**config.mk**
```make
export PLATFORM = sky130hd
export DESIGN_NAME = first_fit_region_allocator_flat
export DESIGN_NICKNAME = d
export VERILOG_FILES = /design/src/rtl/core/ffra_pkg.sv /design/src/rtl/core/ffra_req_if.sv /design/src/rtl/core/ffra_rsp_if.sv /design/src/rtl/core/first_fit_region_allocator.sv /design/src/flat_wrapper.sv
export SDC_FILE = /design/constraint.sdc
export NUM_CORES = 2
export LEC_CHECK = 0
export BUFFER_PORTS_ARGS = -buffer_cell sky130_fd_sc_hd__buf_2
export CORE_UTILIZATION = 30
export DETAILED_ROUTE_END_ITERATION = 8
export GPL_ROUTABILITY_DRIVEN = 0
export GPL_TIMING_DRIVEN = 0
export REMOVE_ABC_BUFFERS = 1
export SYNTH_ARGS = -nofsm -noshare
export SYNTH_HDL_FRONTEND = slang
export SYNTH_SLANG_ARGS = --single-unit
export TNS_END_PERCENT = 30
```
**constraint.sdc**
```tcl
create_clock -name clk_i -period 11.1 [get_ports clk_i]
set_clock_uncertainty 0.2 [all_clocks]
set_input_delay 1.11 -clock clk_i [delete_from_list [all_inputs] [get_ports clk_i]]
set_output_delay 1.11 -clock clk_i [all_outputs]
set_load 0.01 [all_outputs]
```
**src/rtl/core/ffra_pkg.sv**
```systemverilog
// First-fit region allocator: shared types and constants.
// Used by the channel interfaces, the allocator top level and the testbench; depends on nothing.
package ffra_pkg;

  localparam int unsigned DATA_W   = 24;
  localparam int unsigned LIMIT_W  = 25;
  localparam int unsigned STATUS_W = 3;

  // first usable offset and size of the addressable space
  localparam logic [LIMIT_W-1:0] BASE_OFFSET = 25'd4;
  localparam logic [LIMIT_W-1:0] ADDR_SPAN   = 25'h100_0000;

  typedef enum logic [STATUS_W-1:0] {
    STATUS_OK        = 3'd0,
    STATUS_BAD_SIZE  = 3'd1,
    STATUS_NO_SPACE  = 3'd2,
    STATUS_FULL      = 3'd3,
    STATUS_NOT_FOUND = 3'd4
  } status_e;

  typedef enum logic {
    REQ_ALLOC = 1'b0,
    REQ_FREE  = 1'b1
  } req_type_e;

  typedef enum logic [2:0] {
    ST_IDLE,
    ST_SCAN,
    ST_CHECK,
    ST_SHIFT_UP,
    ST_INSERT,
    ST_SHIFT_DN,
    ST_RESP
  } state_e;

  // one row of the region table
  typedef struct packed {
    logic [DATA_W-1:0] start;
    logic [DATA_W-1:0] length;
  } entry_t;

endpackage

```
**src/rtl/core/ffra_req_if.sv**
```systemverilog
// Request channel of the region allocator: valid/ready plus request word.
// Depends on ffra_pkg.
interface ffra_req_if import ffra_pkg::*; ();
  logic              valid;
  logic              ready;
  logic              req_type;
  logic [DATA_W-1:0] size;
  logic [DATA_W-1:0] position;

  modport source (output valid, output req_type, output size, output position, input ready);
  modport sink   (input valid, input req_type, input size, input position, output ready);
endinterface

```
**src/rtl/core/ffra_rsp_if.sv**
```systemverilog
// Response channel of the region allocator: valid/ready plus result word.
// Depends on ffra_pkg.
interface ffra_rsp_if import ffra_pkg::*; ();
  logic                valid;
  logic                ready;
  logic [STATUS_W-1:0] status;
  logic [DATA_W-1:0]   region_offset;

  modport source (output valid, output status, output region_offset, input ready);
  modport sink   (input valid, input status, input region_offset, output ready);
endinterface

```
**src/rtl/core/first_fit_region_allocator.sv**
```systemverilog
// First-fit region allocator: keeps up to MAX_REGIONS regions (start, length) sorted by start in
// one synchronous memory. An allocate request walks the table from offset 4 and takes the first
// gap that fits, else the space after the last region, then opens a slot by moving later rows
// up; a free request looks for the matching start and closes the hole by moving later rows down.
// One request is handled at a time. An allocate of zero size or on a full table, or a free on an
// empty table, goes straight to the result word; an allocate on an empty table only checks the
// limit first; an allocate that opens a slot or a free that closes a hole also moves rows: the
// scan and the move between them touch each row about once, one row per cycle, limited by the
// single read and single write port of the region memory. The result word waits until the output
// register is free, and the next request is taken once the result sits in the output register.
// space_limit is written over the APB port at address 0.
// Depends on ffra_pkg, ffra_req_if and ffra_rsp_if.
module first_fit_region_allocator import ffra_pkg::*; #(
  parameter int unsigned MAX_REGIONS = 32
) (
  input  logic        clk_i,
  input  logic        rst_ni,
  ffra_req_if.sink    req_i,
  ffra_rsp_if.source  rsp_o,
  input  logic        psel,
  input  logic        penable,
  input  logic        pwrite,
  input  logic [1:0]  paddr,
  input  logic [31:0] pwdata,
  output logic [31:0] prdata,
  output logic        pready
);

  localparam int unsigned AW = (MAX_REGIONS > 1) ? $clog2(MAX_REGIONS) : 1;
  localparam int unsigned CW = $clog2(MAX_REGIONS + 1);
  localparam logic [CW-1:0] MAX_CNT = CW'(MAX_REGIONS);
  localparam logic [CW-1:0] ONE     = CW'(1);
  localparam logic [CW-1:0] TWO     = CW'(2);

  // region memory
  entry_t          region_mem_q [MAX_REGIONS];
  entry_t          rdata_q;
  logic            mem_re;
  logic [AW-1:0]   mem_raddr;
  logic            mem_we;
  logic [AW-1:0]   mem_waddr;
  entry_t          mem_wdata;

  // control state
  state_e               state_q, state_d;
  logic [CW-1:0]        count_q, count_d;
  logic [CW-1:0]        idx_q, idx_d;
  logic [CW-1:0]        slot_q, slot_d;
  logic [LIMIT_W-1:0]   xpos_q, xpos_d;
  logic [LIMIT_W-1:0]   space_limit_q;
  logic                 rsp_valid_q, rsp_valid_d;

  // request and result words
  req_type_e            req_type_q, req_type_d;
  logic [DATA_W-1:0]    size_q, size_d;
  logic [DATA_W-1:0]    pos_q, pos_d;
  status_e              status_q, status_d;
  logic [DATA_W-1:0]    offset_q, offset_d;
  logic [STATUS_W-1:0]  rsp_status_q, rsp_status_d;
  logic [DATA_W-1:0]    rsp_offset_q, rsp_offset_d;

  // datapath terms
  logic [LIMIT_W-1:0]   limit;
  logic [LIMIT_W:0]     end_sum;
  logic                 last_row;
  logic [CW-1:0]        idx_nxt;
  logic [CW-1:0]        idx_up2;
  logic [CW-1:0]        idx_dn2;
  logic [CW-1:0]        cnt_last;
  logic                 cfg_wr;

  // configuration port
  assign pready = 1'b1;
  assign cfg_wr = psel && penable && pwrite && (paddr == 2'd0);
  assign prdata = (paddr == 2'd0) ? {{(32 - LIMIT_W){1'b0}}, space_limit_q} : 32'd0;

  always_ff @(posedge clk_i or negedge rst_ni) begin
    if (!rst_ni) begin
      space_limit_q <= ADDR_SPAN;
    end else if (cfg_wr) begin
      space_limit_q <= pwdata[LIMIT_W-1:0];
    end
  end

  // clamp the limit so every start fits in 24 bits
  assign limit    = (space_limit_q > ADDR_SPAN) ? ADDR_SPAN : space_limit_q;
  assign end_sum  = {1'b0, xpos_q} + {2'b0, size_q};
  assign last_row = (idx_q == count_q - ONE);
  assign idx_nxt  = idx_q + ONE;
  assign idx_up2  = idx_q + TWO;
  assign idx_dn2  = idx_q - TWO;
  assign cnt_last = count_q - ONE;

  // channel outputs
  assign req_i.ready         = (state_q == ST_IDLE);
  assign rsp_o.valid         = rsp_valid_q;
  assign rsp_o.status        = rsp_status_q;
  assign rsp_o.region_offset = rsp_offset_q;

  // region memory: one write and one registered read per cycle
  always_ff @(posedge clk_i) begin
    if (mem_we) begin
      region_mem_q[mem_waddr] <= mem_wdata;
    end
    if (mem_re) begin
      rdata_q <= region_mem_q[mem_raddr];
    end
  end

  // next state, memory control and result
  always_comb begin
    state_d      = state_q;
    count_d      = count_q;
    idx_d        = idx_q;
    slot_d       = slot_q;
    xpos_d       = xpos_q;
    req_type_d   = req_type_q;
    size_d       = size_q;
    pos_d        = pos_q;
    status_d     = status_q;
    offset_d     = offset_q;
    rsp_valid_d  = rsp_valid_q && !rsp_o.ready;
    rsp_status_d = rsp_status_q;
    rsp_offset_d = rsp_offset_q;
    mem_re       = 1'b0;
    mem_raddr    = '0;
    mem_we       = 1'b0;
    mem_waddr    = '0;
    mem_wdata    = '0;

    unique case (state_q)
      ST_IDLE: begin
        if (req_i.valid) begin
          req_type_d = req_type_e'(req_i.req_type);
          size_d     = req_i.size;
          pos_d      = req_i.position;
          offset_d   = '0;
          xpos_d     = BASE_OFFSET;
          idx_d      = '0;
          if (req_i.req_type == REQ_ALLOC) begin
            priority if (req_i.size == '0) begin
              status_d = STATUS_BAD_SIZE;
              state_d  = ST_RESP;
            end else if (count_q == MAX_CNT) begin
              status_d = STATUS_FULL;
              state_d  = ST_RESP;
            end else if (count_q == '0) begin
              slot_d  = '0;
              state_d = ST_CHECK;
            end else begin
              mem_re    = 1'b1;
              mem_raddr = '0;
              state_d   = ST_SCAN;
            end
          end else begin
            if (count_q == '0) begin
              status_d = STATUS_NOT_FOUND;
              state_d  = ST_RESP;
            end else begin
              mem_re    = 1'b1;
              mem_raddr = '0;
              state_d   = ST_SCAN;
            end
          end
        end
      end

      ST_SCAN: begin
        // fetch the following row while the current one is examined
        if (idx_nxt < count_q) begin
          mem_re    = 1'b1;
          mem_raddr = idx_nxt[AW-1:0];
        end
        if (req_type_q == REQ_ALLOC) begin
          if ({2'b0, rdata_q.start} >= end_sum) begin
            slot_d  = idx_q;
            state_d = ST_CHECK;
          end else begin
            xpos_d = {1'b0, rdata_q.start} + {1'b0, rdata_q.length};
            if (last_row) begin
              slot_d  = count_q;
              state_d = ST_CHECK;
            end else begin
              idx_d = idx_nxt;
            end
          end
        end else begin
          priority if (rdata_q.start == pos_q) begin
            if (last_row) begin
              count_d  = count_q - ONE;
              status_d = STATUS_OK;
              state_d  = ST_RESP;
            end else begin
              state_d = ST_SHIFT_DN;
            end
          end else if (last_row) begin
            status_d = STATUS_NOT_FOUND;
            state_d  = ST_RESP;
          end else begin
            idx_d = idx_nxt;
          end
        end
      end

      ST_SHIFT_DN: begin
        // move row idx+1 (now in rdata) down to idx
        mem_we    = 1'b1;
        mem_waddr = idx_q[AW-1:0];
        mem_wdata = rdata_q;
        if (idx_nxt == count_q - ONE) begin
          count_d  = count_q - ONE;
          status_d = STATUS_OK;
          state_d  = ST_RESP;
        end else begin
          mem_re    = 1'b1;
          mem_raddr = idx_up2[AW-1:0];
          idx_d     = idx_nxt;
        end
      end

      ST_CHECK: begin
        if (end_sum > {1'b0, limit}) begin
          status_d = STATUS_NO_SPACE;
          state_d  = ST_RESP;
        end else if (slot_q == count_q) begin
          mem_we    = 1'b1;
          mem_waddr = count_q[AW-1:0];
          mem_wdata = '{start: xpos_q[DATA_W-1:0], length: size_q};
          count_d   = count_q + ONE;
          status_d  = STATUS_OK;
          offset_d  = xpos_q[DATA_W-1:0];
          state_d   = ST_RESP;
        end else begin
          mem_re    = 1'b1;
          mem_raddr = cnt_last[AW-1:0];
          idx_d     = count_q;
          state_d   = ST_SHIFT_UP;
        end
      end

      ST_SHIFT_UP: begin
        // move row idx-1 (now in rdata) up to idx
        mem_we    = 1'b1;
        mem_waddr = idx_q[AW-1:0];
        mem_wdata = rdata_q;
        if (idx_q - ONE == slot_q) begin
          state_d = ST_INSERT;
        end else begin
          mem_re    = 1'b1;
          mem_raddr = idx_dn2[AW-1:0];
          idx_d     = idx_q - ONE;
        end
      end

      ST_INSERT: begin
        mem_we    = 1'b1;
        mem_waddr = slot_q[AW-1:0];
        mem_wdata = '{start: xpos_q[DATA_W-1:0], length: size_q};
        count_d   = count_q + ONE;
        status_d  = STATUS_OK;
        offset_d  = xpos_q[DATA_W-1:0];
        state_d   = ST_RESP;
      end

      ST_RESP: begin
        // hand the word to the output register once it is free
        if (!rsp_valid_q || rsp_o.ready) begin
          rsp_valid_d  = 1'b1;
          rsp_status_d = status_q;
          rsp_offset_d = offset_q;
          state_d      = ST_IDLE;
        end
      end

      default: begin
        state_d = ST_IDLE;
      end
    endcase
  end

  // control registers
  always_ff @(posedge clk_i or negedge rst_ni) begin
    if (!rst_ni) begin
      state_q     <= ST_IDLE;
      count_q     <= '0;
      rsp_valid_q <= 1'b0;
    end else begin
      state_q     <= state_d;
      count_q     <= count_d;
      rsp_valid_q <= rsp_valid_d;
    end
  end

  // working and result registers
  always_ff @(posedge clk_i) begin
    idx_q        <= idx_d;
    slot_q       <= slot_d;
    xpos_q       <= xpos_d;
    req_type_q   <= req_type_d;
    size_q       <= size_d;
    pos_q        <= pos_d;
    status_q     <= status_d;
    offset_q     <= offset_d;
    rsp_status_q <= rsp_status_d;
    rsp_offset_q <= rsp_offset_d;
  end

endmodule

```
**src/flat_wrapper.sv**
```systemverilog
// flat-port wrapper written by rule: the top's interface ports become plain ports
module first_fit_region_allocator_flat import ffra_pkg::*;
#(
  parameter int unsigned MAX_REGIONS = 32
)
  (clk_i, rst_ni, psel, penable, pwrite, paddr, pwdata, prdata, pready, req_i_valid, req_i_req_type, req_i_size, req_i_position, req_i_ready, rsp_o_valid, rsp_o_status, rsp_o_region_offset, rsp_o_ready);
  ffra_req_if req_i_i ();
  ffra_rsp_if rsp_o_i ();
  input  logic clk_i;
  input  logic rst_ni;
  input  logic psel;
  input  logic penable;
  input  logic pwrite;
  input  logic [1:0] paddr;
  input  logic [31:0] pwdata;
  output logic [31:0] prdata;
  output logic pready;
  input wire logic [$bits(req_i_i.valid)-1:0] req_i_valid;
  input wire logic [$bits(req_i_i.req_type)-1:0] req_i_req_type;
  input wire logic [$bits(req_i_i.size)-1:0] req_i_size;
  input wire logic [$bits(req_i_i.position)-1:0] req_i_position;
  output wire logic [$bits(req_i_i.ready)-1:0] req_i_ready;
  output wire logic [$bits(rsp_o_i.valid)-1:0] rsp_o_valid;
  output wire logic [$bits(rsp_o_i.status)-1:0] rsp_o_status;
  output wire logic [$bits(rsp_o_i.region_offset)-1:0] rsp_o_region_offset;
  input wire logic [$bits(rsp_o_i.ready)-1:0] rsp_o_ready;
  assign req_i_i.valid = req_i_valid;
  assign req_i_i.req_type = req_i_req_type;
  assign req_i_i.size = req_i_size;
  assign req_i_i.position = req_i_position;
  assign req_i_ready = req_i_i.ready;
  assign rsp_o_valid = rsp_o_i.valid;
  assign rsp_o_status = rsp_o_i.status;
  assign rsp_o_region_offset = rsp_o_i.region_offset;
  assign rsp_o_i.ready = rsp_o_ready;
  first_fit_region_allocator #(.MAX_REGIONS(MAX_REGIONS)) u_core (.clk_i(clk_i), .rst_ni(rst_ni), .req_i(req_i_i), .rsp_o(rsp_o_i), .psel(psel), .penable(penable), .pwrite(pwrite), .paddr(paddr), .pwdata(pwdata), .prdata(prdata), .pready(pready));
endmodule
```
== After elaboration in Yosys (flattened, before gate mapping) ==
Memories as Yosys holds them, arrays and structs flattened. A register that Yosys moved wholly into a read port is not among the register bits.
Index checks and enable logic that the tools add are counted.
Storage, ports and cells
  bits in registers: 175
  memories: 1
  output and inout bits: 62
  input bits: 90
  memory bits (writable): 1536
  logic and storage cells: 189
Memories
  u_core.region_mem_q: words 32, bits a word 48, read ports 1, clocked after memory_dff 1, wr ports 1, line first_fit_region_allocator.sv:36  | entry_t region_mem_q [MAX_REGIONS];
Operators by class
  equal/unequal tests: 38
  muxes and demuxes: 97
  order comparisons: 4
  reduce and logical (&&, ||, !) cells: 27
  add/subtract/negate cells: 8
Operator list (number)
  48-bit case mux with 3 select lines: 1
  6-bit two-way mux: 23
  25-bit two-way mux: 5
  48-bit two-way mux: 2
  3-bit two-way mux: 27
  24-bit two-way mux: 3
  24-bit case mux with 3 select lines: 1
  25-bit case mux with 2 select lines: 1
  5-bit two-way mux: 7
  6-bit case mux with 5 select lines: 1
  25-bit by 24-bit adder with 26-bit output: 1
  24-bit by 26-bit greater-or-equal comparator with 1-bit output: 1
  26-bit by 25-bit greater-than comparator with 1-bit output: 1
  24-bit by 24-bit adder with 25-bit output: 1
  25-bit greater-than comparator, second input constant: 1
  24-bit == test: 1
  6-bit == test: 4
  24-bit logical NOT: 1
  6-bit case mux with 4 select lines: 1
  8-bit AND reduction: 3
  3-bit case mux with 7 select lines: 1
  2-bit inequality test, second input constant: 10
  5-bit case mux with 4 select lines: 1
  1-bit two-way mux: 16
  38 further kinds: 60

== Depth between registers and ports, before layout ==
  depth in word-level cells: 7
  gate-level depth with buffers: 30
  gate-level depth less buffers: 26

== Worst setup path after synthesis ==
No wires, ideal clock.
  kind: register to register
  start: register u_core.size_q[1]
  end: memory u_core.region_mem_q[16][0] in the netlist's numbering, enable pin
  data required time: 10.446 ns
  stages on the path, launching flop included: 28
  arrival: 7.320 ns
  setup time: 0.454 ns
  path buffers: 2
  clock period less this slack: 7.974 ns
  slack: 3.126 ns
  path through: edfxtp_1 ha_1 a211oi_1 o21a_1 o21ai_1 a31o_2 a21oi_1 o21bai_1 a21o_1 a21oi_1 o21ai_0 a31o_2 a21o_1 xor2_1 ha_1 nand3_1 or4_1 nor3_1 nor2_1 o31ai_1 a31oi_1 mux2i_4 and4_1 clkbuf_1 or2_2 clkbuf_1 o211ai_2 nor2_1
On the way
  cells in the longest elaborated chain, start to end: 6
  elaborated cells between the ends (all ways): 8
  classes of those cells: 1 x add/sub; 1 x order compare; 6 x mux
RTL lines
  start, declared: line first_fit_region_allocator.sv:55  | logic [DATA_W-1:0] size_q, size_d;
  start signal, assigned: line first_fit_region_allocator.sv:300  | size_q <= size_d;
  25-bit by 24-bit adder with 26-bit output *: line first_fit_region_allocator.sv:87  | assign end_sum = {1'b0, xpos_q} + {2'b0, size_q};
  26-bit by 25-bit greater-than comparator with 1-bit output *: line first_fit_region_allocator.sv:222  | if (end_sum > {1'b0, limit}) begin
  1-bit two-way mux: line first_fit_region_allocator.sv:222
  1-bit case mux with 2 select lines: line first_fit_region_allocator.sv:131  | unique case (state_q)
  1-bit two-way mux: line first_fit_region_allocator.sv:102  | if (mem_we) begin
  1-bit two-way mux (not written as such): line first_fit_region_allocator.sv:103  | region_mem_q[mem_waddr] <= mem_wdata;
  end, declared: line first_fit_region_allocator.sv:36
Mark *: on every way between the ends. The rest lies on a longest branch, timed or not.

== Final worst setup path ==
  start: register u_core.xpos_q[1]
  end: register u_core.rdata_q[0] (netlist name)
On the way
  cells in the longest elaborated chain, start to end: 4
  elaborated cells between the ends (all ways): 6
  classes of those cells: 1 x add/sub; 1 x order compare; 4 x mux
RTL lines
  start, declared: line first_fit_region_allocator.sv:49  | logic [LIMIT_W-1:0] xpos_q, xpos_d;
  start signal, assigned: line first_fit_region_allocator.sv:298  | xpos_q <= xpos_d;
  25-bit by 24-bit adder with 26-bit output *: line first_fit_region_allocator.sv:87
  26-bit by 25-bit greater-than comparator with 1-bit output *: line first_fit_region_allocator.sv:222
  1-bit two-way mux / 5-bit two-way mux (equally long branches): line first_fit_region_allocator.sv:222
  1-bit case mux with 5 select lines / 5-bit case mux with 4 select lines (equally long branches): line first_fit_region_allocator.sv:131
Marks and branches as above.
A chain may end at the register's enable or synchronous reset.

==> impl_metrics.env <==
export IMPL_syn_inst=5384
export IMPL_die_area_sq_mm=0.250
export IMPL_min_from="req_i_position[14]"
export IMPL_area_growth_pct=18.5
export IMPL_dr_pass1_iters=6
export IMPL_p_leak_nw=30.9
export IMPL_p_per_area_mw_per_mm2=312
export IMPL_worstPathArrival_ns=9.87
export IMPL_core_sq_mm=0.246
export IMPL_drv_cap=0
export IMPL_pre_cts_slack_ns=1.80
export IMPL_period_minus_slack_ns=9.43
export IMPL_ys_types=91
export IMPL_post_route_period_util_pct=85.0
export IMPL_critPathMaxFanout=81
export IMPL_worstPathRequired_ns=11.54
export IMPL_insertion_delay_ns=0.89
export IMPL_fin_tns_setup_ns=0
export IMPL_max_freq_mhz=106
export IMPL_die_x_microns=500
export IMPL_overflow=0
export IMPL_vias=48800
export IMPL_slew_viol_final=0
export IMPL_drive_above_1_share_pct=12.4
export IMPL_max_slew_margin_pct=21.2
export IMPL_reg2reg_to="u_core.rdata_q[0]"
export IMPL_synth_area_sq_mm=0.0745
export IMPL_drc=0
export IMPL_port_buffers=136
export IMPL_whs_ns=0.218
export IMPL_worst_pin_slew_ns=1.18
export IMPL_clockRootBuffer="clkbuf_16"
export IMPL_synth_ff_type="edfxtp_1"
export IMPL_postCtsHoldBufs=0
export IMPL_synthArstFlopShare_pct=1.99
export IMPL_wl_mm=241
export IMPL_cts_tree="built"
export IMPL_finish_net_count=5765
export IMPL_synth_warnings=0
export IMPL_vias_per_cell=5.41
export IMPL_io_pins=152
export IMPL_post_drt_wl_per_cell_microns=26.8
export IMPL_yosysSeqAreaShare_pct=70.7
export IMPL_drtAntennaViolNets=0
export IMPL_hold_path_depth=1
export IMPL_critical_path_slowest_cell="mux2i_4"
export IMPL_fillers=23300
export IMPL_peakVddDrop_mv=0.346
export IMPL_hold_path_class="input pin to flip-flop"
export IMPL_place_hpwl_mm=162
export IMPL_cts_repair_resized=0
export IMPL_start_util_pct=30.2
export IMPL_rsz0062_at_grt="no"
export IMPL_track_usage_pct=18.8
export IMPL_synth_edff_count=1724
export IMPL_min_to="u_core.pos_q[14]"
export IMPL_grt_max_degree=82
export IMPL_endpoint_kind="flip-flop"
export IMPL_rr_startpoint="u_core.xpos_q[1]"
export IMPL_cts_buffer_depth=3
export IMPL_fin_area_sq_mm=0.0883
export IMPL_die_h_microns=500
export IMPL_synth_largest_area_cell="edfxtp_1"
export IMPL_antenna_found_initial=14
export IMPL_ff2ff_path_depth=32
export IMPL_num_rows=182
export IMPL_cpMostUsedCell="buf_16"
export IMPL_rrSetupSlack_ns=1.67
export IMPL_setup_viol=0
export IMPL_cts_buffers_inserted=176
export IMPL_syn_avg_cell_area_sq_um=13.8
export IMPL_cts_setup_buffers=0
export IMPL_critical_path_class="flip-flop to flip-flop"
export IMPL_fin_ws_ns=1.67
export IMPL_slowest_delay_ns=0.70
export IMPL_ys_ff_latch=1759
export IMPL_path_clk_slew_ns=0.06
export IMPL_drtIter0Drc=6420
export IMPL_cts_num_sinks=1759
export IMPL_synth_top_area_share_pct=69.5
export IMPL_h_tree_depth=4
export IMPL_grt_pass1_wl_mm=339
export IMPL_finalHoldViolCount=0
export IMPL_status="complete, no violations"
export IMPL_worst_setup_path_start_kind="flip-flop"
export IMPL_grt_pass1_vias=46500
export IMPL_dpl_cell_area_sq_mm=0.0826
export IMPL_synth_area_leaders="edfxtp_1, nand2_1, mux2i_1"
## worst max-delay path: cells and delay by family (launching register included)
kind            cells  cell delay [ns]
compound gates     16             3.58
xor+xnor            1             0.19
mux                 1             0.70
buf+inv             6             1.73
simple gates        6             1.16
flops               1             0.62
fa+ha+maj           2             0.72
## worst max-delay path by stage
stage,cells past startpoint,from,to,slack (ns)
floorplan,24,u_core.size_q[1],u_core.rdata_q[45],-15.72
global placement,26,u_core.xpos_q[1],u_core.rdata_q[35],-40.76
detailed placement,32,u_core.xpos_q[1],u_core.rdata_q[16],1.80
CTS,32,u_core.xpos_q[1],u_core.rdata_q[16],1.76
global route,32,u_core.xpos_q[1],u_core.rdata_q[16],1.18
finish,32,u_core.xpos_q[1],u_core.rdata_q[0],1.67
## per-stage QoR
stage                     total power, mW  utilization (%)  instances
after detailed placement             21.6             33.5       8699
final                                27.5             35.8       9026
after global placement               21.7             31.5       8489
after CTS                            27.4             35.8       9023
after global routing                 28.6             35.8       9023
after floorplan                      17.2                -       5041
## sequential cells by signal, indices dropped and copies added, names as in the netlist
register,count
u_core.pos_q,24
u_core.slot_q,6
u_core.space_limit_q,25
u_core.state_q,3
u_core.rdata_q,48
u_core.region_mem_q,1536
u_core.size_q,24
u_core.status_q,3
u_core.rsp_o.region_offset,24
u_core.xpos_q,25
u_core.req_type_q,1
u_core.rsp_o.status,3
u_core.offset_q,24
u_core.count_q,6
u_core.rsp_o.valid,1
u_core.idx_q,6
## cells in the mapped netlist (all sizes together), types with 9 or more instances
cell     number
a31oi       108
clkbuf      182
nor2b        11
nor4         20
inv          69
dfrtp        34
xnor2        55
ha          108
a311oi       51
nand4        65
mux2i       299
o21ai        48
a21oi       256
nand2b       12
and3         11
edfxtp     1724
o21a         11
and2         61
or2          10
nor2        108
nor3         25
nand3       313
buf         167
mux2         29
a21o         19
a211oi       97
a2111oi      49
a22o         49
xor2         43
nand2      1045
o21bai        9
a22oi        99
a221oi       97
## cell families after synthesis
logic type                 Yosys count  synth area share, %
xor gates and xnor gates           102                 1.28
AOI/OAI and AO/OA                  960                 9.10
and+or+nand+nor                   1704                 9.94
DFF                               1759                 70.7
adders and majority gates          110                 1.87
muxes                              328                 4.47
buffers and inverters              419                 2.67
other                                2               0.0101
## cells in the final DEF, fill, tap and decap left out, types with 35 or more instances in the layout
cell type  count
mux2i_1      298
xnor2_1       55
a221oi_1      96
xor2_1        42
nor2_1        73
edfxtp_1    1724
o21ai_0       42
and2_1        58
a22oi_1       99
nand4_1       64
clkbuf_1      44
inv_1         68
buf_16        68
clkinv_1      35
a22o_1        49
clkinv_2      35
a2111oi_0     48
nand2_1     1043
a31oi_1      107
a311oi_1      51
nand3_1      312
buf_2        136
a211oi_1      97
buf_12       123
a21oi_1      252
clkbuf_16    176
ha_1         108
## where the power goes
part	internal (mW)	switching [mW]	leakage, nW
Clock	3.22	2.63	2.74
Sequential	9.04	0.740	16.3
Combinational	4.10	7.79	11.8
Total	16.4	11.2	30.9
## per-layer routing
metal  vias up  global-route usage [%]  wire length [microns]
met4        16                    8.53                  12000
li1      20900                       -                      -
met5         -                   0.347                    207
met2      2648                    29.7                 111000
met1     24700                    24.6                  95000
met3       536                    4.12                  23200
## cell type report
cell class | count | area, sq um | share of cell area, %
Tap cell | 3312 | 4140 | 4.69
Clock buffer | 221 | 4580 | 5.19
Clock inverter | 103 | 1080 | 1.23
Antenna cell | 3 | 7.51 | 0.00850
Multi-Input combinational cell | 3212 | 20300 | 23.0
Timing Repair Buffer | 346 | 5280 | 5.98
Inverter | 70 | 263 | 0.298
Sequential cell | 1759 | 52600 | 59.6
(Power assumes the default switching activity.)
